===== config.mk =====
export PLATFORM = sky130hd
export DESIGN_NAME = tset_cell
export DESIGN_NICKNAME = d
export VERILOG_FILES = /design/src/rtl/core/tset_pkg.sv /design/src/rtl/core/tset_cell.sv
export SDC_FILE = /design/constraint.sdc
export NUM_CORES = 1
export LEC_CHECK = 0
export ABC_AREA = 0
export BUFFER_PORTS_ARGS = -buffer_cell sky130_fd_sc_hd__buf_2
export CORE_MARGIN = 3
export CORE_UTILIZATION = 46
export CTS_CLUSTER_SIZE = 30
export DETAILED_ROUTE_END_ITERATION = 7
export GPL_ROUTABILITY_DRIVEN = 0
export PLACE_DENSITY = 0.93
export SYNTH_ARGS = -nofsm -noshare
export SYNTH_HDL_FRONTEND = slang
export SYNTH_SLANG_ARGS = --single-unit

===== constraint.sdc =====
create_clock -name clock -period 6.8 [get_ports clock]
set_clock_uncertainty 0.1 [all_clocks]
set_input_delay 1.36 -clock clock [delete_from_list [all_inputs] [get_ports clock]]
set_output_delay 1.36 -clock clock [all_outputs]
set_load 0.05 [all_outputs]

===== src/rtl/core/tset_pkg.sv =====
package tset_pkg;

   // request kinds carried on req_tuser
   localparam logic REQ_INSERT = 1'b0;
   localparam logic REQ_QUERY  = 1'b1;

   // one stored event, time in the top bits
   typedef struct packed {
      logic [31:0] ev_time;
      logic [2:0]  kind;
      logic [3:0]  channel;
      logic [6:0]  key;
      logic [6:0]  velocity;
   } entry_type;

   typedef enum logic [1:0] {
      CELL_HOLD,
      CELL_INSERT,
      CELL_ROTATE
   } cell_op_type;

   // broadcast from the sequencer to every cell
   typedef struct packed {
      cell_op_type op;
      entry_type   entry;
   } cell_ctl_type;

endpackage


===== src/rtl/core/tset_cell.sv =====
module tset_cell
   import tset_pkg::*;
(
   input  logic         clock,
   input  cell_ctl_type ctl,
   input  logic         occ,
   input  logic         prev_occ,
   input  entry_type    prev_entry,
   input  entry_type    next_entry,
   input  entry_type    head_entry,
   input  logic         wrap,
   output entry_type    entry
);

   entry_type entry_ff;
   entry_type entry_in;
   logic      less;
   logic      prev_less;

   always_comb begin
      less      = occ && (entry_ff.ev_time < ctl.entry.ev_time);
      prev_less = prev_occ && (prev_entry.ev_time < ctl.entry.ev_time);
      entry_in  = entry_ff;
      case (ctl.op)
         CELL_INSERT: begin
            // earlier events stay, the slot right after them takes the new one
            if (less) begin
               entry_in = entry_ff;
            end else if (prev_less) begin
               entry_in = ctl.entry;
            end else begin
               entry_in = prev_entry;
            end
         end
         CELL_ROTATE: begin
            entry_in = wrap ? head_entry : next_entry;
         end
         default: begin
            entry_in = entry_ff;
         end
      endcase
   end

   always_ff @(posedge clock) begin
      entry_ff <= entry_in;
   end

   assign entry = entry_ff;

endmodule


# Word-level counts from Yosys, hierarchy flattened
# Index checks and enable logic that the tools add are counted.
[classes] n_reduce_logical=4 order_cmp=2 mux=4 n_eq_ne=3
[ops] op="two-way mux 53 bit" count=3
[ops] op="case mux 53 bit (2 select lines)" count=1
[ops] op="less-than comparator 32 bit" count=2
[ops] op="equality test 2 x 1 -> 1 bit (second input constant)" count=1
[ops] op="equality test 2 bit (second input constant)" count=1
[ops] op="logical AND 1 bit" count=2
[ops] op="!= test 2 bit (second input constant)" count=1
[ops] op="AND reduction 2 bit" count=1
[ops] op="nonzero test 2 bit" count=1
[word_totals] elab_cells=18 ff_bits=53 out_inout_bits=53 in_bits=218

# Depth between registers and ports, before layout
[depth] word_depth=5 ltp_mapped=10 ltp_nobuf=8

# Worst setup path after synthesis
# Ideal clock, no wire load.
[synth_path] path_kind="input to register" from="in ctl[38] (netlist bit)" to="reg entry_ff (netlist bit entry[0]) (enable)" arrival_time_ns=4.931 stages=7 setup_slack_ns=1.286 path_cell_list="inv_1 -> ha_1 -> nand4_1 -> or2_2 -> o21ai_0 -> a211oi_1 -> o22ai_1"
[synth_between] elab_chain_len=4
[synth_rtl] item="start, declared" line="tset_cell.sv:5" source="input cell_ctl_type ctl,"
[synth_rtl] item="less-than comparator 32 bit" line="tset_cell.sv:21" source="less = occ && (entry_ff.ev_time < ctl.entry.ev_time);"
[synth_rtl] item="logical AND 1 bit" line="tset_cell.sv:21"
[synth_rtl] item="!= test 2 bit (no line)"
[synth_rtl] item="AND reduction 2 bit (no line)"
[synth_rtl] item="end signal, assigned" line="tset_cell.sv:45" source="entry_ff <= entry_in;"
[synth_rtl] item="end, declared" line="tset_cell.sv:15" source="entry_type entry_ff;"
# Every way passes these cells.
# A chain may end at the register's enable or synchronous reset.

==> reports/results.tsv <==
metric	value	unit
status	finished clean	
antenna-violating nets left	0	
Slew Viols, Final	0	
Finish-stage setup viols	0	
Post-synth EDFFs	53	
die area	12000	µm²
GR Util met2	43.9	%
largest net degree at the start of global routing	107	
CTS tree	yes	
Die X-Extent	109	µm
CTS Sinks	53	
Syn Nets	773	
met1 usage	29.2	%
Worst Setup SP	ctl[51]	
post_cts resized	0	
setup ws final	2690	ps
post-route cell area	6350	µm²
CTS buffer count	5	
CP cell instances	buf_2 > inv_1 > ha_1 > nand4_1 > nor4_1 > and4_2 > o41a_2 > o21ai_0 > a22oi_1	
Post-synth top cells	ha_1, o21ai_0, a22oi_1	
first-pass GRT wire length	23500	µm
Worst EP arrival	4130	ps
Setup Crit Path Kind	primary input to flip-flop	
Hold WC Path Type	flip-flop to flip-flop	
worst reg2reg endpoint	entry[19]	
Area growth syn-to-layout	29.0	%
Area contributors post-synth	edfxtp_1, ha_1, mux2i_1	
Reg2Reg Depth	7	
vias	5249	
Leakage	3.14	nW
post-CTS setup buffers	0	
ant diodes	0	
Die H	109	µm
Ports	271	
Worst-Skew Late Latency	300	ps
Mapped Cells	493	
crit start category	primary input	
M3 GR Usage	4.64	%
area share of the largest cell type after synthesis	32.3	%
fillers	898	
Clock transition at path regs	100	ps
initial antenna violation count	0	
IR drop worst, VDD	0.110	mV
# rows	37	
Req. time, crit path	6820	ps
PortBufs	270	
Core Area	10400	µm²
Tcrit/Tclk final	60.4	%
htree depth	2	
final hold vios	0	
synth unique cells	43	
Avg Synthesized Cell Area	9.98	µm²
Top FF cell, synth	edfxtp_1	
reg2reg start	entry[38]	
count leader, synth	ha_1	
Largest delay share family, worst path	compound AO/OA/AOI/OAI gates	
Largest register FFs	53	
initial DRC count	391	
hold_ws	1190	ps
Worst Max-Slew Pin Slew	1100	ps
dpl ws	2460	ps
Post-DP Area	6240	µm²
Levels on crit path	9	
max cap viols	0	
crit end category	flip-flop	
drt first pass iters	6	
slowest stage delay, CP	760	ps
setup TNS	0	ps
Seq/Total Area, Yosys	32.3	%
wire per inst	18.0	µm
YS warnings	0	
clock root buffer master	clkbuf_8	
Routed WL	15700	µm
Worst Setup EP	entry[6]	
layout cells sized above 1	40.1	%
pwr/cell area	182	nW/µm²
grt total ovfl	0	
GR peak layer	met2	
drt drc	0	
unrepaired setup endpoints after global routing	false	
Highest Clock Rate	0.243	GHz
Synth Register Bits	53	
Slew HR	26.6	%
Synth area leader	edfxtp_1	
Layout Nets	1017	
Synth async-reset ratio	0	%
Syn Std Cell Area	4920	µm²
CTS max path bufs	2	
vias per cell	6.01	
WP buf/inv	2	
critical path's slowest cell	o41a_2	
initial core utilization	47.5	%
total track usage	24.4	%
Hold Buf Count CTS	0	
Crit Path Max Fanout	53	
fin crit period	4110	ps
DP Wirelength	12100	µm
R2R setup slack	3660	ps
number of global-route vias before repair	5064	
## cell usage in the layout, fill, tap and decap left out, types with 10 or more instances in the layout
master,n
edfxtp_1,53
a22oi_1,54
ha_1,62
nand4_1,10
buf_2,270
mux2i_1,53
a31oi_1,53
inv_1,34
a21oi_1,18
o21ai_0,60
a21o_1,14
## power by group
part           internal, W  switching [W]  leakage [nW]
clock             0.000111       0.000112        0.0554
sequential        0.000417      0.0000177         0.508
combinational     0.000174       0.000323          2.58
## cell families (layout without fill, tap and decap cells)
group	after synthesis	after routing	synth area share, %
multiplexers	53	53	10.8
XOR/XNOR	1	1	0.178
adder cells (fa/ha/maj)	62	62	15.8
AND/OR/NAND/NOR	39	39	4.60
AO/OA/AOI/OAI	212	212	28.2
buffers and inverters	73	318	8.18
flip-flops	53	53	32.3
## through the flow
stage	total power [W]	utilization, %	std cells
finish	0.00115	61.2	874
global route	0.00122	61.2	874
CTS	0.00116	61.2	874
detailed placement	0.000935	60.1	866
global placement	0.000920	60.1	866
floorplan	0.000781	-	493
## routing by layer
metal	share of wire [%]	wire length [µm]	vias up
met4	2.3	367	0
met5	0	0	-
met1	37	5820	2413
met2	51	8100	348
met3	9.1	1440	42
li1	-	-	2446
## worst register-to-register path, cell delays in order, from the launching register on
cell	delay [ps]
edfxtp_1	430
ha_1	330
nand4_1	140
or2_2	330
o21ai_0	170
a211oi_1	120
o22ai_4	630
buf_4	540
## worst min path at each step
stage	start	to	slack [ps]	cells after the start
after floorplan	next_entry[0]	entry[0]	1550	2
after global placement	entry[41]	entry[52]	1150	5
after detailed placement	entry[41]	entry[14]	1170	5
after CTS	entry[44]	entry[14]	1210	5
after global routing	entry[44]	entry[46]	1290	5
final	entry[44]	entry[46]	1190	5
## area by class of cell
| type | instances | area (µm²) | share of cell area, % |
|---|---|---|---|
| Multi-Input combinational cell | 367 | 2950 | 46.5 |
| Sequential cell | 53 | 1590 | 25.1 |
| Timing Repair Buffer | 276 | 1400 | 22.0 |
| Tap cell | 136 | 170 | 2.68 |
| Inverter | 34 | 128 | 2.01 |
| Clock buffer | 6 | 72.6 | 1.14 |
| Clock inverter | 2 | 38.8 | 0.611 |
Note: power is estimated with default switching activity, not from simulation.
